File: config.mk
export PLATFORM = sky130hd
export DESIGN_NAME = pcpg_div3
export DESIGN_NICKNAME = d
export VERILOG_FILES = /design/src/hdl/pcpg_pkg.sv /design/src/hdl/pcpg_div3.sv
export SDC_FILE = /design/constraint.sdc
export NUM_CORES = 1
export LEC_CHECK = 0
export BUFFER_PORTS_ARGS = -buffer_cell sky130_fd_sc_hd__buf_4
export CAP_MARGIN = 20
export CELL_PAD_IN_SITES_DETAIL_PLACEMENT = 1
export CELL_PAD_IN_SITES_GLOBAL_PLACEMENT = 1
export CORE_UTILIZATION = 41
export DETAILED_ROUTE_END_ITERATION = 8
export MAX_ROUTING_LAYER = met4
export PLACE_DENSITY_LB_ADDON = 0.1
export SLEW_MARGIN = 10
export SYNTH_ARGS = -nofsm -noshare
export SYNTH_HDL_FRONTEND = slang
export SYNTH_SLANG_ARGS = --single-unit
File: constraint.sdc
create_clock -name clk -period 4.5 [get_ports clk]
set_input_delay 0.45 -clock clk [delete_from_list [all_inputs] [get_ports clk]]
set_output_delay 0.45 -clock clk [all_outputs]
set_load 0.1 [all_outputs]
File: src/hdl/pcpg_pkg.sv
// Shared types, codes and constant tables of the parametric curve point generator.
`default_nettype none
package pcpg_pkg;

  // Angle width of the trig unit, in 2^-24 turn
  localparam int ANG_BITS = 24;
  // CORDIC datapath widths and start value (gain compensated, Q2.30)
  localparam int CORDIC_XW = 34;
  localparam int CORDIC_ZW = 25;
  localparam logic signed [CORDIC_XW-1:0] CORDIC_X0 = 34'sd652032874;
  localparam logic [3:0] CORDIC_LAST = 4'd15;
  // 2*pi in Q3.29
  localparam logic [31:0] TWO_PI_Q29 = 32'd3373259426;
  // 1.1 in Q.15
  localparam logic [16:0] ELL_B_Q15 = 17'd36045;

  typedef enum logic [3:0] {
    SHP_ASTROID  = 4'd0,
    SHP_CYCLOID  = 4'd1,
    SHP_HUYGENS  = 4'd2,
    SHP_HYPO     = 4'd3,
    SHP_LINE     = 4'd4,
    SHP_CIRCLE   = 4'd5,
    SHP_ELLIPSE  = 4'd6,
    SHP_FANCY    = 4'd7,
    SHP_STARFISH = 4'd8
  } shape_t;

  typedef enum logic [2:0] {
    CFG_SHAPE  = 3'd0,
    CFG_SCALE  = 3'd1,
    CFG_CX     = 3'd2,
    CFG_CY     = 3'd3,
    CFG_STEP   = 3'd4,
    CFG_SPAN   = 3'd5
  } cfg_idx_t;

  typedef enum logic [3:0] {
    ST_IDLE,
    ST_READ,
    ST_TRIG1,
    ST_WAIT1,
    ST_TRIG2,
    ST_WAIT2,
    ST_COORD,
    ST_CUBE,
    ST_SCALE,
    ST_OUT
  } state_t;

  // Request to the trig unit
  typedef struct packed {
    logic                start;
    logic [ANG_BITS-1:0] angle;
  } trig_req_t;

  // Response of the trig unit, Q1.15
  typedef struct packed {
    logic               done;
    logic signed [15:0] cos_v;
    logic signed [15:0] sin_v;
  } trig_rsp_t;

  // CORDIC arctangent table in 2^-24 turn
  function automatic logic [21:0] atan_turn(input logic [3:0] idx);
    logic [21:0] r;
    case (idx)
      4'd0:    r = 22'd2097152;
      4'd1:    r = 22'd1238021;
      4'd2:    r = 22'd654136;
      4'd3:    r = 22'd332050;
      4'd4:    r = 22'd166669;
      4'd5:    r = 22'd83416;
      4'd6:    r = 22'd41718;
      4'd7:    r = 22'd20860;
      4'd8:    r = 22'd10430;
      4'd9:    r = 22'd5215;
      4'd10:   r = 22'd2608;
      4'd11:   r = 22'd1304;
      4'd12:   r = 22'd652;
      4'd13:   r = 22'd326;
      4'd14:   r = 22'd163;
      default: r = 22'd81;
    endcase
    return r;
  endfunction

endpackage
`default_nettype wire

File: src/hdl/pcpg_div3.sv
// Digit-serial divide by three, four quotient bits per cycle, low 24 bits kept.
`default_nettype none
module pcpg_div3 #(
  parameter int W = 33
) (
  input  wire logic         clk,
  input  wire logic         rst,
  input  wire logic         start,
  input  wire logic [W-1:0] value,
  output logic              done,
  output logic [pcpg_pkg::ANG_BITS-1:0] quot
);
  import pcpg_pkg::*;

  localparam int NSTEP = (W + 3) / 4;
  localparam int PW    = NSTEP * 4;
  localparam int CNTW  = $clog2(NSTEP + 1);

  logic [PW-1:0]       sh;
  logic [1:0]          rem;
  logic [CNTW-1:0]     cnt;
  logic                busy;
  logic [1:0]          rem_next;
  logic [ANG_BITS-1:0] quot_next;
  logic [2:0]          part;

  // four long-division steps on the top nibble
  always_comb begin
    rem_next  = rem;
    quot_next = quot;
    part      = '0;
    for (int k = 0; k < 4; k++) begin
      part = {rem_next, sh[PW-1-k]};
      if (part >= 3'd3) begin
        rem_next  = 2'(part - 3'd3);
        quot_next = {quot_next[ANG_BITS-2:0], 1'b1};
      end else begin
        rem_next  = part[1:0];
        quot_next = {quot_next[ANG_BITS-2:0], 1'b0};
      end
    end
  end

  always_ff @(posedge clk) begin
    if (rst) begin
      busy <= 1'b0;
      done <= 1'b0;
      cnt  <= '0;
    end else if (start) begin
      sh   <= PW'(value);
      rem  <= '0;
      quot <= '0;
      cnt  <= CNTW'(NSTEP);
      busy <= 1'b1;
      done <= 1'b0;
    end else if (busy) begin
      sh   <= sh << 4;
      rem  <= rem_next;
      quot <= quot_next;
      cnt  <= cnt - CNTW'(1);
      if (cnt == CNTW'(1)) begin
        busy <= 1'b0;
        done <= 1'b1;
      end
    end
  end

endmodule
`default_nettype wire
# Yosys cells after proc, flatten, opt, wreduce, memory -nomap -nowiden
# Cells that the tools add are included.
[totals]
register_bits = 68
inputBits = 36
output_inout_bits = 25
[op_classes]
add_sub_neg = 5
magnitude_cmp = 4
n_eq_ne = 1
n_mux = 17
bitwise = 1
reduce_logical = 4
[ops]
columns = ["cell", "n"]
rows = [
  ["two-way mux 36 bit", 1],
  ["two-way mux 33 bit", 1],
  ["two-way mux 24 bit", 1],
  [">= comparator 3 x 2 -> 1 bit (second input constant)", 4],
  ["two-way mux 2 bit", 5],
  ["two-way mux 4 bit", 2],
  ["subtractor 2 bit (second input constant)", 4],
  ["two-way mux 1 bit", 7],
  ["== test 4 x 1 -> 1 bit (second input constant)", 1],
  ["AND reduction 2 bit", 2],
  ["subtractor 4 x 1 -> 4 bit (second input constant)", 1],
  ["nonzero test 2 bit", 1],
  ["OR reduction 2 bit", 1],
  ["NOT 1 bit", 1],
]

# Depth between registers and ports, before layout
# Gate-level depths: netlist of the first run.
[logic_depth]
ltp_word = 9
ltp_mapped = 15
depth_no_buf = 15

# Worst setup path before layout of the first run
# OpenSTA, ideal clock, no wires.
[synth_timing]
path_kind = "input to register"
startpoint = "input port start"
endpoint = "register quot[0] (netlist name), enable pin"
arrival_ns = 3.770
required_time_ns = 4.018
setup_slack_ns = 0.248
cell_stages = 4
path_cell_list = "clkbuf_1 > buf_1 > nor2_1 > nor2_1"
[synth_between]
elab_chain_len = 2
[synth_lines]
columns = ["element", "line", "text"]
rows = [
  ["from (decl)", "pcpg_div3.sv:8", "input wire logic start,"],
  ["nonzero test 2 bit (no source line)", "--", ""],
  ["AND reduction 2 bit (no source line)", "--", ""],
  ["to (signal assigned)", "pcpg_div3.sv:59", "quot <= quot_next;"],
  ["to (decl)", "pcpg_div3.sv:11", "output logic [pcpg_pkg::ANG_BITS-1:0] quot"],
]
# Every way passes these cells.
# A chain may end at the register's enable or synchronous reset.

# Worst setup path after layout of the first run
[layout_timing]
startpoint = "register sh[35]"
endpoint = "register rem[0] (data pin)"
[layout_between]
elab_chain_len = 9
elab_cells_between_ends = 12
classes_between = "add/sub (3); order compare (4); mux (5)"
[layout_lines]
columns = ["element", "line", "text"]
rows = [
  ["from (decl)", "pcpg_div3.sv:19", "logic [PW-1:0] sh;"],
  ["from (signal assigned)", "pcpg_div3.sv:50", "sh <= PW'(value);"],
  ["from (signal assigned)", "pcpg_div3.sv:57", "sh <= sh << 4;"],
  [">= comparator 3 x 2 -> 1 bit / subtractor 2 bit (equally long branches)", "pcpg_div3.sv:34, pcpg_div3.sv:35", ""],
  ["two-way mux 2 bit (*)", "pcpg_div3.sv:34", "if (part >= 3'd3) begin"],
  [">= comparator 3 x 2 -> 1 bit / subtractor 2 bit (equally long branches)", "pcpg_div3.sv:34, pcpg_div3.sv:35", ""],
  ["two-way mux 2 bit (*)", "pcpg_div3.sv:34", ""],
  [">= comparator 3 x 2 -> 1 bit / subtractor 2 bit (equally long branches)", "pcpg_div3.sv:34, pcpg_div3.sv:35", ""],
  ["two-way mux 2 bit (*)", "pcpg_div3.sv:34", ""],
  [">= comparator 3 x 2 -> 1 bit (*)", "pcpg_div3.sv:34", ""],
  ["two-way mux 2 bit (*)", "pcpg_div3.sv:34", ""],
  ["two-way mux 2 bit (*)", "pcpg_div3.sv:56", "end else if (busy) begin"],
  ["to (signal assigned)", "pcpg_div3.sv:58", "rem <= rem_next;"],
  ["to (decl)", "pcpg_div3.sv:20", "logic [1:0] rem;"],
]
# Mark *: on every way between the ends. The rest lies on a longest branch, timed or not. The select of a mux whose other input is x is not followed.

==> results of run 1 <==
[logic make-up after synthesis]
logic type,synth area share (%)
and+or+nand+nor,12.0
DFF,61.7
adders and majority gates,2.34
xor gates and xnor gates,0.818
muxes,11.4
AOI/OAI and AO/OA,5.33
buffers and inverters,6.46
[registers in the layout (all words and copies together), names as in the netlist]
register / cells
busy: 1
cnt: 4
done: 1
quot: 24
rem: 2
sh: 36
[synth_stat cells (all sizes together) (2+ instances only)]
cell	instances	area [um^2]
xnor2	2	17.5
a41oi	2	36.3
o21ai	4	20.0
edfxtp	62	1860
nand2	5	18.8
nor2	10	37.5
inv	5	18.8
buf	23	166
nor3b	4	35.0
mux2i	3	30.0
clkbuf	6	22.5
mux2	30	338
and2	4	25.0
nor2b	25	156
a21oi	5	25.0
nor3	6	41.3
a2111oi	2	23.8
ha	6	75.1
dfxtp	6	120
[power groups by stage]
| stage | combinational [mW] | clock (mW) | sequential (mW) |
|---|---|---|---|
| final | 0.306 | 0.434 | 0.768 |
| after global routing | 0.329 | 0.476 | 0.774 |
| after CTS | 0.310 | 0.451 | 0.769 |
| after detailed placement | 0.309 | 0 | 0.783 |
| after global placement | 0.304 | 0 | 0.781 |
| after floorplan | 0.236 | 0 | 0.792 |
[layout by cell type (no fill, tap or decap), types with 2 or more instances in the layout]
master	n
buf_4	62
edfxtp_1	62
mux2_2	29
nor2b_1	25
nor2_1	9
clkbuf_8	9
ha_1	6
dfxtp_1	6
inv_1	5
nor3_1	5
nand2_1	5
a21oi_1	5
and2_1	4
mux2i_1	3
nor3b_1	3
clkinv_2	3
o21ai_1	2
o21ai_0	2
xnor2_1	2
clkinv_4	2
[layer usage]
metal	vias up	wire (um)
li1	901	-
met1	913	2460
met2	46	2800
met3	10	260
met4	0	91
met5	-	0
[metrics by stage]
stage	utilization (%)	worst slack, ps
after floorplan	-	248
after global placement	48.9	752
after detailed placement	48.9	501
after CTS	51.2	468
after global routing	51.2	104
final	51.2	482
[critical path, cell delays in order (launching register included)]
cell	delay, ps
edfxtp_1	560
ha_1	350
nor3_1	320
a21oi_1	110
ha_1	290
nor4bb_1	320
a21oi_1	90
o221ai_1	230
ha_1	290
a41oi_4	70
nand2_1	100
o21ai_1	80
ha_1	230
nor3b_1	270
mux2i_1	160
a2111oi_2	370
[cell type report]
class                   count  area, um^2
clock inverters             7        43.8
fillers                   751        3620
well taps                  99         124
multi-input cells         124        1030
clock buffers               9         124
inverters                   5        18.8
repair buffers             62         465
flip-flops and latches     68        1980
[final timing paths]
path                   startpoint  depth (start not counted)                    to  slack [ps]
max          sh[35]$_SDFFCE_PP0P_                         15  rem[0]$_SDFFCE_PP0P_         480
max reg2reg  sh[35]$_SDFFCE_PP0P_                         15  rem[0]$_SDFFCE_PP0P_         480
min                           rst                          2   cnt[0]$_SDFFE_PP0N_         340
min reg2reg   cnt[1]$_SDFFE_PP0P_                          2   cnt[1]$_SDFFE_PP0P_         520
==> impl_metrics.csv, run 1 <==
group,metric,value,unit
clock_network,htree_levels,3,
setup_path,path_max_fanout,11,
clock_network,clock_sinks,68,
placement,place_area,0.00362,mm^2
yosys,synth-edff-count,62,
clock_network,cts_tree,"done",
routing,drt_drc_violations_left,0,
flow_run,drv_cap,0,
layout,final_area,0.00379,mm^2
power_and_ir_drop,leakage,1.40,nW
routing,drtIter0Drc,97,
yosys,ys.flop_type,"edfxtp_1",
clock_network,postCtsSetupBuffers,0,
sta,setup_violations,0,
placement,gp_congestion,0.789,
global_routing,grt_pass1_wl,9580,um
sta,rsz0062_at_grt,"false",
yosys,ys_warn_count,0,
sta,finalHoldViolations,0,
setup_path,crit_path_end_kind,"flop",
setup_path,worstPathArrival,4170,ps
global_routing,gr-usage-met3,3.70,%
status,status,"complete, no violations",
yosys,syn_inst,226,
clock_network,cts-resized-gates,0,
yosys,syn_area,0.00321,mm^2
layout,instances_no_fill,374,
routing,drt-total-wl,5610,um
global_routing,grt_pass1_vias,1952,
global_routing,overflow,0,
placement,dp_hpwl,3680,um
sta,hold_ws,341,ps
global_routing,grtUsageMet1,18.5,%
clock_network,clock_latency,340,ps
worst_hold_path,hp-class,"input pin to flop",
clock_network,cts_inserted_buffers,9,
yosys,yosysUniqueCellTypes,43,
sta,skew,6.51,ps
power_and_ir_drop,p_seq_share,50.9,%
global_routing,grt_max_degree,66,
yosys,synth-seq-cells,68,
power_and_ir_drop,combPwrFrac,20.3,%
clock_network,clk_pin_slew,70,ps
placement,dp_cells,358,
sta,fin_crit_sh,89.3,%
global_routing,top_usage_layer,"met2",
yosys,ys_async_sr_fraction,0,%
global_routing,antenna_found_initial,0,
setup_path,worst-setup-path-type,"flop to flop",
power_and_ir_drop,peakVddDrop,186,uV
power_and_ir_drop,power.internal,1.05,mW
routing,drt_first_pass_iters,4,
yosys,seq_area_frac_synth,61.7,%
floorplan,initial_core_util,43.4,%
setup_path,startpoint_type,"flop",
layout,area_growth,17.9,%
power_and_ir_drop,switching_share,30.5,%
clock_network,cts-hold-fix-buffers,0,
sta,slew_headroom,51.9,%
routing,vias,1870,
layout,nets,312,
routing,wire_per_inst,15.0,um
yosys,syn_nets,268,
sta,max_freq,249,MHz
placement,port_buffers,60,
layout,antenna_cells,0,
power_and_ir_drop,p_sw,0.459,mW
sta,worst_slew_pin_slew,722,ps
sta,finalCriticalPeriod,4020,ps
setup_path,critical_path_required,4650,ps
floorplan,die_height,90.5,um
power_and_ir_drop,p_total,1.51,mW
power_and_ir_drop,power_density,398,mW/mm^2
global_routing,gr-usage-met2,24.7,%
routing,viasPerCell,5.00,
power_and_ir_drop,p_clk_share,28.8,%
floorplan,rows,31,
routing,ant_nets,0,
layout,layout-drive-gt1-share,41.5,%
floorplan,die_w,90.5,um
sta,setup_tns,0,ps
floorplan,core_area,0.00741,mm^2
yosys,syn_avg_cell_area,14.2,um^2
floorplan,die-area,0.00820,mm^2
global_routing,grt_usage,15.8,%
sta,slew_violations,0,
clock_network,clk_path_buf_depth,2,
floorplan,ios,61,
clock_network,clockRootBuffer,"clkbuf_8",
(Power assumes the default switching activity.)
==> run 2, diff against run 1 <==
==> constraint.sdc (replaced) <==
create_clock -name clk -period 3.24 [get_ports clk]
set_input_delay 0.324 -clock clk [delete_from_list [all_inputs] [get_ports clk]]
set_output_delay 0.324 -clock clk [all_outputs]
set_load 0.1 [all_outputs]
==> run 2 against run 1 <==
  * The run now ends with setup timing left
  * Utilization is 5.1 points higher
  * Design area is 9.9% higher
  * Sequential power is 38% higher
  * Combinational power is 79% higher
  * Clock-buffer cell count stayed put
  * Register-to-register slack worse by 540 ps
  * Clock power is 82% higher
  * Critical path type unchanged
  * Largest power group unchanged
==> impl_metrics.csv, run 2 (same netlist as run 1, synthesis figures left out) <==
group,metric,value,unit
sta,slew_headroom,48.3,%
setup_path,critPathBufInv,1,
sta,rsz0062_at_grt,"true",
sta,slew_violations,0,
setup_path,crit_start,"rem[0]$_SDFFCE_PP0P_",
layout,largest_reg_flops,36,
routing,drtIter0Drc,59,
sta,setup_violations,3,
setup_path,path_max_fanout,4,
placement,port_buffers,60,
floorplan,ios,61,
clock_network,cts_tree,"done",
routing,drt_first_pass_iters,4,
layout,layout-drive-gt1-share,51.4,%
clock_network,clock_sinks,68,
placement,dp_cells,374,
routing,drt-total-wl,6260,um
clock_network,cts-hold-fix-buffers,0,
clock_network,clk_path_buf_depth,2,
setup_path,slowest_stage,"edfxtp_1",
global_routing,grt_pass1_vias,2051,
setup_path,rr_startpoint,"rem[0]$_SDFFCE_PP0P_",
floorplan,rows,31,
floorplan,core_area,0.00741,mm^2
clock_network,clock_latency,340,ps
worst_hold_path,hold_start,"rst",
global_routing,antenna_found_initial,0,
sta,finalCriticalPeriod,3290,ps
sta,hold_ws,206,ps
setup_path,path_cells,"ha_4 > or3_4 > a21oi_4 > ha_4 > nor4bb_4 > a21oi_2 > o221ai_4 > ha_4 > a41oi_4 > nand2_2 > o21ai_2 > ha_4 > buf_4 > nor3b_2 > o311a_1",
power_and_ir_drop,peakVddDrop,339,uV
setup_path,critical_path_required,3330,ps
placement,dp_hpwl,3930,um
global_routing,grt_usage,16.2,%
setup_path,cp_top_family,"compound AO/OA/AOI/OAI gates",
clock_network,clk_pin_slew,80,ps
sta,finalHoldViolations,0,
layout,instances_no_fill,393,
sta,max_freq,304,MHz
placement,gp_congestion,0.723,
global_routing,overflow,0,
layout,final_common_cell,"buf_4",
layout,reg.largest.list,"sh (36), quot (24), cnt (4)",
sta,fin_crit_sh,102,%
routing,viasPerCell,5.00,
setup_path,crit_path_end_kind,"flop",
routing,ant_nets,0,
sta,setup_tns,-107,ps
status,status,"finished with violations",
layout,fin_util,56.2,%
global_routing,grt_max_degree,66,
layout,most-common-layout-cells,"buf_4 (79), edfxtp_1 (62), mux2_2 (29)",
clock_network,clockRootBuffer,"clkbuf_8",
setup_path,critPathMaxStageDelay,460,ps
setup_path,worst-setup-path-type,"flop to flop",
layout,antenna_cells,0,
routing,wire_per_inst,15.9,um
setup_path,worstPathArrival,3380,ps
floorplan,initial_core_util,43.4,%
setup_path,startpoint_type,"flop",
sta,setup_ws,-54.4,ps
routing,drt_drc_violations_left,0,
setup_path,crit_path_frequent_cell,"ha_4",
flow_run,drv_cap,0,
clock_network,htree_levels,3,
routing,vias,1966,
sta,worst_slew_pin_slew,773,ps
floorplan,die_w,90.5,um
clock_network,cts_inserted_buffers,9,
sta,skew,5.58,ps
layout,nets,331,
worst_hold_path,hp-class,"input pin to flop",
power_and_ir_drop,power_density,577,mW/mm^2
floorplan,die-area,0.00820,mm^2
global_routing,grt_pass1_wl,9900,um
floorplan,die_height,90.5,um
status,violations,"setup timing",
layout,top_register,"sh",
power_and_ir_drop,leakage,1.55,nW
layout,area_growth,29.6,%
[run 2: cell types whose count changed in the layout (fill, tap and decap cells not counted), sizes merged]
cell      before  now
bufinv         0    2
clkinv         6    2
buf           62   81
inv            5    6
clkinvlp       1    2
[run 2: repair_timing]
action,4_1_cts,5_1_grt
gates resized for setup,4,19
buffers inserted,2,1
pin swaps,5,8
setup endpoints to repair,3,3
[run 2: layer usage]
layer	wire length, um	part of all wire [%]	GRT usage [%]
met2	3170	51	26.0
met4	145	2.3	7.66
met1	2640	42	18.8
met3	305	4.9	4.38
met5	0	0	-
[run 2: path summary, 6_finish.rpt]
check	end	slack [ps]	cells past startpoint
hold / removal	cnt[3]$_SDFFE_PP0N_	210	2
setup / recovery	rem[1]$_SDFFCE_PP0P_	-50	15
hold reg to reg	cnt[1]$_SDFFE_PP0P_	510	2
setup reg to reg	rem[1]$_SDFFCE_PP0P_	-50	15
[run 2: area by class of cell]
cell class	count	area, um^2
Fill cell	744	3240
Clock inverter	7	100
Inverter	5	18.8
Tap cell	99	124
Clock buffer	9	124
Sequential cell	68	1980
Multi-Input combinational cell	124	1190
Timing Repair Buffer	81	624
[run 2: power breakdown]
group | total, mW | leakage, nW | internal [mW] | switching [mW]
registers | 1.06 | 0.648 | 1.03 | 0.0302
clock network | 0.792 | 0.107 | 0.438 | 0.353
logic | 0.548 | 0.791 | 0.225 | 0.323
total | 2.40 | 1.55 | 1.70 | 0.706
[run 2: worst reg2reg max path, cell delays in order, from the launching register on]
cell      delay, ps
edfxtp_1        460
ha_4            210
or3_4           350
a21oi_4         190
ha_4            200
nor4bb_4         60
a21oi_2         160
o221ai_4        150
ha_4            210
a41oi_4         180
nand2_2          80
o21ai_2          90
ha_4            180
buf_4           110
nor3b_2          50
o311a_1         350
[run 2: metrics by stage]
stage,cell area (um^2),worst slack (ps),total power [mW]
2_1_floorplan,3240,-44.7,1.43
3_3_place_gp,3780,1.91,1.55
3_5_place_dp,3780,-152,1.56
4_1_cts,4040,-3.34,2.36
5_1_grt,4170,-198,2.49
6_report,4170,-54.4,2.40
