## src/hdl/pcpg_pkg.sv

```systemverilog
// Shared types, codes and constant tables of the parametric curve point generator.
`default_nettype none
package pcpg_pkg;

  // Angle width of the trig unit, in 2^-24 turn
  localparam int ANG_BITS = 24;
  // CORDIC datapath widths and start value (gain compensated, Q2.30)
  localparam int CORDIC_XW = 34;
  localparam int CORDIC_ZW = 25;
  localparam logic signed [CORDIC_XW-1:0] CORDIC_X0 = 34'sd652032874;
  localparam logic [3:0] CORDIC_LAST = 4'd15;
  // 2*pi in Q3.29
  localparam logic [31:0] TWO_PI_Q29 = 32'd3373259426;
  // 1.1 in Q.15
  localparam logic [16:0] ELL_B_Q15 = 17'd36045;

  typedef enum logic [3:0] {
    SHP_ASTROID  = 4'd0,
    SHP_CYCLOID  = 4'd1,
    SHP_HUYGENS  = 4'd2,
    SHP_HYPO     = 4'd3,
    SHP_LINE     = 4'd4,
    SHP_CIRCLE   = 4'd5,
    SHP_ELLIPSE  = 4'd6,
    SHP_FANCY    = 4'd7,
    SHP_STARFISH = 4'd8
  } shape_t;

  typedef enum logic [2:0] {
    CFG_SHAPE  = 3'd0,
    CFG_SCALE  = 3'd1,
    CFG_CX     = 3'd2,
    CFG_CY     = 3'd3,
    CFG_STEP   = 3'd4,
    CFG_SPAN   = 3'd5
  } cfg_idx_t;

  typedef enum logic [3:0] {
    ST_IDLE,
    ST_READ,
    ST_TRIG1,
    ST_WAIT1,
    ST_TRIG2,
    ST_WAIT2,
    ST_COORD,
    ST_CUBE,
    ST_SCALE,
    ST_OUT
  } state_t;

  // Request to the trig unit
  typedef struct packed {
    logic                start;
    logic [ANG_BITS-1:0] angle;
  } trig_req_t;

  // Response of the trig unit, Q1.15
  typedef struct packed {
    logic               done;
    logic signed [15:0] cos_v;
    logic signed [15:0] sin_v;
  } trig_rsp_t;

  // CORDIC arctangent table in 2^-24 turn
  function automatic logic [21:0] atan_turn(input logic [3:0] idx);
    logic [21:0] r;
    case (idx)
      4'd0:    r = 22'd2097152;
      4'd1:    r = 22'd1238021;
      4'd2:    r = 22'd654136;
      4'd3:    r = 22'd332050;
      4'd4:    r = 22'd166669;
      4'd5:    r = 22'd83416;
      4'd6:    r = 22'd41718;
      4'd7:    r = 22'd20860;
      4'd8:    r = 22'd10430;
      4'd9:    r = 22'd5215;
      4'd10:   r = 22'd2608;
      4'd11:   r = 22'd1304;
      4'd12:   r = 22'd652;
      4'd13:   r = 22'd326;
      4'd14:   r = 22'd163;
      default: r = 22'd81;
    endcase
    return r;
  endfunction

endpackage
`default_nettype wire

```

## src/hdl/pcpg_cordic.sv

```systemverilog
// Iterative CORDIC sine/cosine unit, one micro-rotation per cycle.
`default_nettype none
module pcpg_cordic (
  input  wire logic                  clk,
  input  wire logic                  rst,
  input  wire pcpg_pkg::trig_req_t   req,
  output pcpg_pkg::trig_rsp_t        rsp
);
  import pcpg_pkg::*;

  logic signed [CORDIC_XW-1:0] x, y;
  logic signed [CORDIC_ZW-1:0] z;
  logic [3:0] iter;
  logic [1:0] quad;
  logic       busy;
  logic       done;

  logic signed [CORDIC_XW-1:0] dx, dy, rx, ry, rndx, rndy;
  logic signed [CORDIC_ZW-1:0] at;

  function automatic logic signed [15:0] sat16(input logic signed [CORDIC_XW-1:0] v);
    logic signed [15:0] r;
    if (v > 32767) begin
      r = 16'sh7FFF;
    end else if (v < -32768) begin
      r = -16'sh8000;
    end else begin
      r = v[15:0];
    end
    return r;
  endfunction

  // micro-rotation terms
  always_comb begin
    dx = y >>> iter;
    dy = x >>> iter;
    at = $signed({3'b000, atan_turn(iter)});
  end

  // rotation iterations
  always_ff @(posedge clk) begin
    if (rst) begin
      busy <= 1'b0;
      done <= 1'b0;
      iter <= '0;
    end else begin
      done <= 1'b0;
      if (req.start) begin
        x    <= CORDIC_X0;
        y    <= '0;
        z    <= $signed({3'b000, req.angle[ANG_BITS-3:0]});
        quad <= req.angle[ANG_BITS-1:ANG_BITS-2];
        iter <= '0;
        busy <= 1'b1;
      end else if (busy) begin
        if (!z[CORDIC_ZW-1]) begin
          x <= x - dx;
          y <= y + dy;
          z <= z - at;
        end else begin
          x <= x + dx;
          y <= y - dy;
          z <= z + at;
        end
        iter <= iter + 4'd1;
        if (iter == CORDIC_LAST) begin
          busy <= 1'b0;
          done <= 1'b1;
        end
      end
    end
  end

  // quadrant fold, round to Q1.15 and saturate
  always_comb begin
    case (quad)
      2'd1:    begin rx = -y; ry = x;  end
      2'd2:    begin rx = -x; ry = -y; end
      2'd3:    begin rx = y;  ry = -x; end
      default: begin rx = x;  ry = y;  end
    endcase
    rndx = (rx + 34'sd16384) >>> 15;
    rndy = (ry + 34'sd16384) >>> 15;
    rsp.done  = done;
    rsp.cos_v = sat16(rndx);
    rsp.sin_v = sat16(rndy);
  end

  a_start_idle: assert property (@(posedge clk) disable iff (rst)
    req.start |-> !busy) else $error("trig request while busy");
  a_done_len: assert property (@(posedge clk) disable iff (rst)
    done |-> $past(busy) && $past(iter) == CORDIC_LAST) else $error("early trig done");
  a_done_once: assert property (@(posedge clk) disable iff (rst)
    done |=> !done) else $error("trig done held");

endmodule
`default_nettype wire

```

## config.mk

```make
export PLATFORM = sky130hd
export DESIGN_NAME = pcpg_cordic
export DESIGN_NICKNAME = d
export VERILOG_FILES = /design/src/hdl/pcpg_pkg.sv /design/src/hdl/pcpg_cordic.sv
export SDC_FILE = /design/constraint.sdc
export NUM_CORES = 1
export LEC_CHECK = 0
export BUFFER_PORTS_ARGS = -buffer_cell sky130_fd_sc_hd__buf_2
export CAP_MARGIN = 30
export CORE_MARGIN = 10
export CORE_UTILIZATION = 27
export DETAILED_ROUTE_END_ITERATION = 16
export SKIP_CTS_REPAIR_TIMING = 1
export SYNTH_ARGS = -nofsm -noshare
export SYNTH_HDL_FRONTEND = slang
export SYNTH_SLANG_ARGS = --single-unit
```

## constraint.sdc

```tcl
create_clock -name clk -period 14.6 [get_ports clk]
set_input_delay 4.38 -clock clk [delete_from_list [all_inputs] [get_ports clk]]
set_output_delay 4.38 -clock clk [all_outputs]
set_load 0.01 [all_outputs]
```

# Yosys cells after proc, flatten, opt, wreduce, memory -nomap -nowiden
# Memories as Yosys holds them, arrays and structs flattened. A register that Yosys moved wholly into a read port is not among the register bits.
# Index checks and enable logic that the tools add are counted.
# totals
register_bits	101
n_memories	1
mem_bits_ro	352
input_bits	27
out_inout_bits	33
# mem_list
name	words	word_bits	rd	rd_clocked_by_memory_dff	write_ports	line_no	rtl
(name not given)	16	22	1	1	0	pcpg_pkg.sv:67	case (idx)
# op_classes
shifts	2
magnitude_cmp	4
reduce_logical	5
bitwise	2
muxes	19
n_addsub	11
eq_ne	4
# ops
cell	count
case mux 34 bit (3 select lines)	2
2-to-1 mux 34 bit	4
adder 34 x 16 -> 34 bit (second input constant)	2
adder 34 bit	2
negator 34 bit	2
>>> shifter 34 x 4 -> 34 bit	2
subtractor 34 bit	2
2-to-1 mux 16 bit	4
2-to-1 mux 25 bit	2
> comparator 19 x 16 -> 1 bit (second input constant)	2
< comparator 19 x 16 -> 1 bit (second input constant)	2
adder 25 x 23 -> 25 bit	1
subtractor 25 x 23 -> 25 bit	1
2-to-1 mux 22 bit	1
2-to-1 mux 4 bit	2
adder 4 x 1 -> 4 bit (second input constant)	1
equality test 2 bit (second input constant)	2
equality test 4 bit (second input constant)	1
2-to-1 mux 1 bit	4
AND reduction 2 bit	2
OR reduction 3 bit	1
equality test 2 x 1 -> 1 bit (second input constant)	1
NOT 1 bit	2
nonzero test 2 bit	1
OR reduction 2 bit	1

# Depth between registers and ports, before layout
# Gate-level depths: netlist of the first run.
# logic_depth
depth_word	6
mapped_depth	26

# Least setup slack after synthesis of the first run
# OpenSTA, ideal clock, no wires.
# synth_timing
path_type	register to output
from	register quad[0]
to	output rsp[10] in the netlist's numbering
t_arrival_ns	4.795
setup_slack_ns	5.425
stages_incl_launch_ff	20
n_path_buf	9
cell_sequence	edfxtp_1 > clkbuf_1 > clkbuf_1 > buf_1 > buf_1 > clkbuf_1 > clkbuf_1 > clkbuf_1 > clkbuf_1 > nand2_1 > o21ai_0 > ha_1 > nand3b_1 > or3b_2 > nor4_4 > or3b_1 > o2111a_1 > mux2i_4 > buf_6 > o21ai_1
# synth_rtl
element	line_no	rtl
start, declared	pcpg_cordic.sv:14	logic [1:0] quad;
start signal, assigned	pcpg_cordic.sv:52	quad <= req.angle[ANG_BITS-1:ANG_BITS-2];
end, declared	pcpg_cordic.sv:7	output pcpg_pkg::trig_rsp_t rsp

==> metrics.md, run 1 <==
| Metric | Value |
|---|---|
| Sinks on Clock Net | roughly 120 |
| Max Slew Vio Count | 0 |
| Global-route wire length before repair | 84600 um |
| Clock latency at the later pin of the worst-skew pair | 0.47 ns |
| Worst-path clk slew | around 0.070 ns |
| Layout Cell Area excl Fill | around 0.019 mm2 |
| CTS tree | built |
| Nets | about 2200 |
| Power density over cell area | roughly 180 mW/mm2 |
| Share of layout cells above drive strength 1 | around an eighth |
| Tot Pwr | 0.00345 W |
| Worst Setup SP | y[6] |
| Number of synthesized flops with an enable pin | 95 |
| Worst Tran Pin Value | ~1.0 ns |
| Startpoint class of the critical path | flip-flop |
| Vias in the first global route | between 15000 and 20000 |
| Net Switching | between 0.0015 and 0.002 W |
| Via count | ~16000 |
| Worst-path maximum fanout | 15 |
| Placer Congestion | around 0.89 |
| Worst r2r dst | x[32] |
| Total internal power | between 0.0015 and 0.002 W |
| Antenna-violating nets left | 0 |
| Initial core utilization | a little over a quarter |
| R2R depth | 19 |
| FF-to-FF Start | iter[0] |
| Commonest cells post-synth | nand2_1 (230), nor2_1 (217), a21oi_1 (141) |
| Total wire length | 53400 um |
| Initial drt markers | approximately 1500 |
| Die area | between 0.07 and 0.08 mm2 |
| MaxCap Viol Count | 0 |
| Period minus WS final | 9.65 ns |
| DP Area | between 0.015 and 0.02 mm2 |
| Sequential area share after synthesis | 19.4% |
| # H-tree levels | 4 |
| Die outline height | around 280 um |
| DRC viols | 0 |
| Root buffer cell | clkbuf_16 |
| Switching Share | about 50% |
| Vias per Instance | roughly 5.5 |
| Crit. End Element | primary output |
| Area growth, synth to finish | 8.63% |
| Synth top area cells | edfxtp_1 (16%), mux4_2 (10%), ha_1 (7.2%), xnor2_1 (6.6%), xor2_1 (5.1%) |
| Max-slew headroom | between 30 and 40% |
| Core area | 0.0646 mm2 |
| CTS max path bufs | 2 |
| Synth unique cells | 93 |
| RSZ-0062 raised after global routing | no |
| Total GRT Usage | between 10% and 20% |
| Crit path kind | flip-flop to primary output |
| Post-Syn Nets | between 2000 and 2500 |
| Synth Cell Area | 0.0176 mm2 |
| Seq pwr share | 21.7% |
| Reg2Reg Setup Slack | 6.87 ns |
| Final Setup Violations | 0 |
| Setup TNS | 0 ns |
| FF+latch count, synth | ~120 |
| Clock share of power | between 10% and 20% |
| Cell taking the most area after synthesis | edfxtp_1 |
| Asr flop ratio synth | 0% |
| Post-route clock period utilization | approximately 66% |
| Final hold violations | 0 |
| Crit path arrival time | roughly 5.3 ns |
| Row count | a little over 90 |
| Crit path to | rsp[3] |
| Fin Hold WS | ~0.64 ns |
| CTS Buf Count | 17 |
| Leak | about 7.0 nW |
| Top-area cell type share of the netlist area | about 16% |
| Die W | 275 um |
| Largest net degree at the start of global routing | 83 |
| Cells after synthesis | around 2100 |
| Post-synthesis average cell area | 8.23 um2 |
| Worst Clk Skew | 0.0158 ns |
| Antenna cells | 0 |
| Antenna violations before repair | 1 |
| Worst vdd ir | between 100 and 150 uV |
| Status | complete, no violations |
| Worst Path Required | 10.22 ns |
| Max Clk Rate | 0.104 GHz |
| I/O Pins | 60 |
| Routed WL per cell | 18.0 um |
| Count leader, synth | nand2_1 |
| Worst min path class | flip-flop to flip-flop |
| Top_reg_cell synth | edfxtp_1 |
| Placed wire-length estimate | about 40000 um |
| Pre-Repair DR Iteration Count | 6 |
| PortBufs | 59 |
| Grt ovf | 0 |
| Combinational share of power | around two thirds |
| Synth warn | 0 |
## final cells by class
class / count / area (um2)
multi-input combinational: 1828 / 13400
sequential: 123 / 3420
inverter: 47 / 176
clock inverter: 13 / 100
tap: 855 / 1070
fill: 6878 / 45400
clock buffer: 19 / 475
timing repair buffer: 77 / 453
## kinds of logic (layout without fill, tap and decap cells)
kind of cell	count (synthesis)	in the layout	synth area share [%]
AOI/OAI and AO/OA	563	563	20.2
xor gates and xnor gates	235	235	11.7
adders and majority gates	105	105	7.58
buffers and inverters	189	156	4.38
DFF	123	123	19.4
muxes	153	153	14.5
and+or+nand+nor	772	772	22.3
## cell usage in the layout (no fill, tap or decap), types with 19 or more instances in the layout
master       n
mux2_2      25
o21a_1      31
mux4_2      78
and3_1      24
xor2_1     103
o21ai_0    138
clkbuf_16   19
o21ai_1     21
mux2i_1     49
a31oi_1     30
a21o_1      31
xnor2_1    132
a211oi_1    23
nand3_1     58
ha_1       102
a21oi_1    141
o31ai_1     25
o21bai_1    19
edfxtp_1    95
buf_2       58
nor3_1      50
dfxtp_1     24
nand2_1    230
nor2b_1     25
nor2_1     216
inv_1       45
## power groups by stage
stage | clock network (W) | logic [W] | registers [W]
finish | 0.000431 | 0.00227 | 0.000748
global route | 0.000451 | 0.00252 | 0.000759
CTS | 0.000437 | 0.00226 | 0.000735
detailed placement | 0 | 0.00224 | 0.000743
global placement | 0 | 0.00224 | 0.000738
floorplan | 0 | 0.00185 | 0.000580
## how the worst min path moves through the flow
stage          startpoint       to  slack, ns  cells past startpoint
2_1_floorplan        busy     done       0.56                      2
3_3_place_gp         busy  iter[1]       0.62                      2
3_5_place_dp         busy  iter[1]       0.61                      2
4_1_cts              busy  iter[1]       0.64                      2
5_1_grt              busy     done       0.67                      2
6_report             busy     done       0.64                      2
## layer usage
layer  global-route usage, %  up-vias  wire length (um)
li1                        -     7873                 -
met2                    21.4      557             23700
met3                    2.51       77              4070
met5                       0        -                13
met4                    4.06        2              1030
met1                    19.3     7707             24600
## state kept, by name, indices dropped and copies added (netlist names)
register  cells
x            34
y            34
z            25
at           22
iter          4
quad          2
busy          1
done          1
## worst max-delay path: stages (launching register included)
cell and delay [ns]:
edfxtp_1 0.52, nor4_2 0.80, and4_1 0.61, nor2_1 0.10, xnor2_1 0.13, o21ai_0 0.17
ha_1 0.21, nand3b_1 0.15, or3b_2 0.57, nor4_4 0.33, or3b_1 0.39, o2111a_1 0.18
mux2i_4 0.33, o21ai_0 0.15, buf_2 0.18
## per-stage QoR
step / cells / setup WS (ns) / util (%)
2_1_floorplan: 2140 / 5.42 / -
3_3_place_gp: 2929 / 5.63 / 28.7
3_5_place_dp: 2930 / 5.48 / 28.7
4_1_cts: 2962 / 4.98 / 29.6
5_1_grt: 2962 / 4.49 / 29.6
6_report: 2962 / 4.95 / 29.6
Power figures use the tool's default switching activity.
==> run 2: changes to the inputs <==
==> constraint.sdc (replaced) <==
create_clock -name clk -period 9.5 [get_ports clk]
set_input_delay 2.85 -clock clk [delete_from_list [all_inputs] [get_ports clk]]
set_output_delay 2.85 -clock clk [all_outputs]
set_load 0.01 [all_outputs]
==> run 2 against run 1 <==
  * Critical path type unchanged
  * Clock power increased by 59%
  * Hold slack got worse by 0.076 ns
  * Utilization increased by 0.076 points
  * Critical path depth unchanged
  * Count of clock-buffer cells in the layout decreased by 1
  * Largest power group unchanged
  * Non-clock buffer count increased by 3
  * Flip-flop and latch count unchanged
==> metrics.md, run 2 (synthesized netlist as in run 1, its figures left out) <==
| Metric | Value |
|---|---|
| Status | complete, no violations |
| Worst Clk Skew | 0.0128 ns (-0.00301 ns) |
| Largest regs | x (34), y (34), z (25) |
| Worst Path Required | 6.65 ns (-3.57 ns) |
| Global-route wire length before repair | 84900 um (+0.32%) |
| Cell Chain, Critical Path | nor4_2 -> nand4_1 -> o21ai_0 -> xor2_1 -> o21ai_0 -> ha_1 -> nand3b_1 -> or3b_2 -> nor4_4 -> or3b_1 -> o2111a_1 -> mux2i_4 -> o21ai_0 -> buf_2 |
| Max Slew Vio Count | 0 (unchanged) |
| Initial drt markers | 1421 (-7.4%) |
| Critical path's largest stage delay | 0.87 ns (+0.07 ns) |
| Max Clk Rate | about 0.12 GHz |
| Most common cell after layout, fill and taps aside | nand2_1 |
| I/O Pins | 60 (unchanged) |
| Worst-path maximum fanout | 15 (unchanged) |
| Worst Tran Pin Value | 0.975 ns (-0.0328 ns) |
| Die area | 0.0759 mm2 (unchanged) |
| Routed WL per cell | 18.2 um (+0.87%) |
| Crit path arrival time | 5.26 ns (about the same) |
| RSZ-0062 raised after global routing | no |
| Placer Congestion | 0.926 (+3.9%) |
| Via count | 16300 (+0.64%) |
| Pre-Repair DR Iteration Count | 5 (-1) |
| # H-tree levels | 4 (unchanged) |
| CP max stage cell | nor4_2 |
| DRC viols | 0 (unchanged) |
| CTS max path bufs | 2 (unchanged) |
| Final Core Density | 29.7% (+0.076 points) |
| Clock latency at the later pin of the worst-skew pair | 0.45 ns (-0.02 ns) |
| DP Area | 0.0186 mm2 (+0.12%) |
| Total wire length | 53900 um (+0.97%) |
| Crit path kind | flip-flop to primary output |
| Power density over cell area | 278 mW/mm2 (+54%) |
| Fin Hold WS | 0.560 ns (-0.0757 ns) |
| Core area | 0.0646 mm2 (unchanged) |
| Vias in the first global route | 15000 (-0.44%) |
| Die outline height | 275 um (unchanged) |
| Final Setup Violations | 0 (unchanged) |
| CTS Buf Count | 17 (unchanged) |
| Placed wire-length estimate | 40900 um (+1.9%) |
| Sinks on Clock Net | 123 (unchanged) |
| Row count | 93 (unchanged) |
| Total GRT Usage | 13.9% (+0.039 points) |
| Crit. End Element | primary output |
| PortBufs | 59 (unchanged) |
| MaxCap Viol Count | 0 (unchanged) |
| Leak | 7.07 nW (+0.32%) |
| Worst-path clk slew | 0.07 ns (about the same) |
| Die W | 275 um (unchanged) |
| Post-route clock period utilization | 85.4% |
| Antenna violations before repair | 0 (-1) |
| Worst min path class | flip-flop to flip-flop |
| Nets | 2229 (+0.13%) |
| Layout Cell Area excl Fill | 0.0192 mm2 (+0.25%) |
| Fill count | 6913 (+0.51%) |
| Period minus WS final | approximately 8 ns |
| CTS tree | built |
| Area growth, synth to finish | 8.90% |
| Max-slew headroom | 34.4% (+2.2 points) |
| Tot Pwr | 0.00533 W (+55%) |
| Antenna-violating nets left | 0 (unchanged) |
| Worst vdd ir | 142 uV (+37%) |
| Root buffer cell | clkbuf_16 |
| Startpoint class of the critical path | flip-flop |
| Antenna cells | 0 (unchanged) |
| Grt ovf | 0 (unchanged) |
| Vias per Instance | 5.50 (+0.53%) |
| Most frequent CP cell | o21ai_0 |
| Share of layout cells above drive strength 1 | 13.0% (+0.17 points) |
| Setup TNS | 0 ns (unchanged) |
| Largest net degree at the start of global routing | 84 (+1.2%) |
| Commonest non-fill, non-tap cells in the layout | nand2_1 (230), nor2_1 (216), a21oi_1 (141) |
| Final hold violations | 0 (unchanged) |
| Initial core utilization | 27.3% (unchanged) |
==> run 2: cell types whose count changed in the layout (fill, tap and decap cells not counted), sizes merged <==
cell | before | now
clkinv | 6 | 7
bufinv | 0 | 1
clkbuf | 19 | 18
buf | 77 | 80
inv | 54 | 53
==> run 2: cell type report <==
class | instances | area (um2) | area share [%]
timing repair buffer | 80 | 475 | 2.48
multi-input combinational | 1828 | 13400 | 70.1
inverter | 47 | 176 | 0.919
tap | 855 | 1070 | 5.58
clock inverter | 14 | 151 | 0.789
clock buffer | 18 | 450 | 2.35
sequential | 123 | 3420 | 17.8
==> run 2: path summary, 6_finish.rpt <==
check        depth (start not counted)  slack, ns  startpoint     end
min                                  2       0.56     iter[3]    done
max                                 14       1.39        y[4]  rsp[4]
max reg2reg                         19       2.47     iter[1]   x[32]
min reg2reg                          2       0.56     iter[3]    done
==> run 2: worst max-delay path, delay by kind of cell (launching register included) <==
family | cells | cell delay, ns
adders and majority gates | 1 | 0.21
muxes | 1 | 0.33
DFF | 1 | 0.46
and+or+nand+nor | 6 | 2.68
buffers and inverters | 1 | 0.18
AOI/OAI and AO/OA | 4 | 0.85
xor gates and xnor gates | 1 | 0.09
==> run 2: where the power goes <==
part	total (W)	switching (W)	internal (W)	leakage, nW
logic	0.00350	0.00198	0.00152	5.64
registers	0.00115	0.000363	0.000783	1.14
clock network	0.000684	0.000299	0.000385	0.297
==> run 2: metal layers <==
layer / routed length (um) / vias to the layer above / share of wire [%] / track usage, %
met5: 0 / - / 0 / 0
met4: 1450 / 0 / 2.7 / 3.98
met1: 24900 / 7744 / 46 / 19.5
met2: 23500 / 607 / 44 / 21.3
li1: - / 7880 / - / -
met3: 4050 / 88 / 7.5 / 2.40
==> run 2: metrics by stage <==
step           std cells  worst slack [ns]
2_1_floorplan       2140              1.85
3_3_place_gp        2932              2.06
3_5_place_dp        2933              1.95
4_1_cts             2965              1.45
5_1_grt             2965             0.951
6_report            2965              1.39
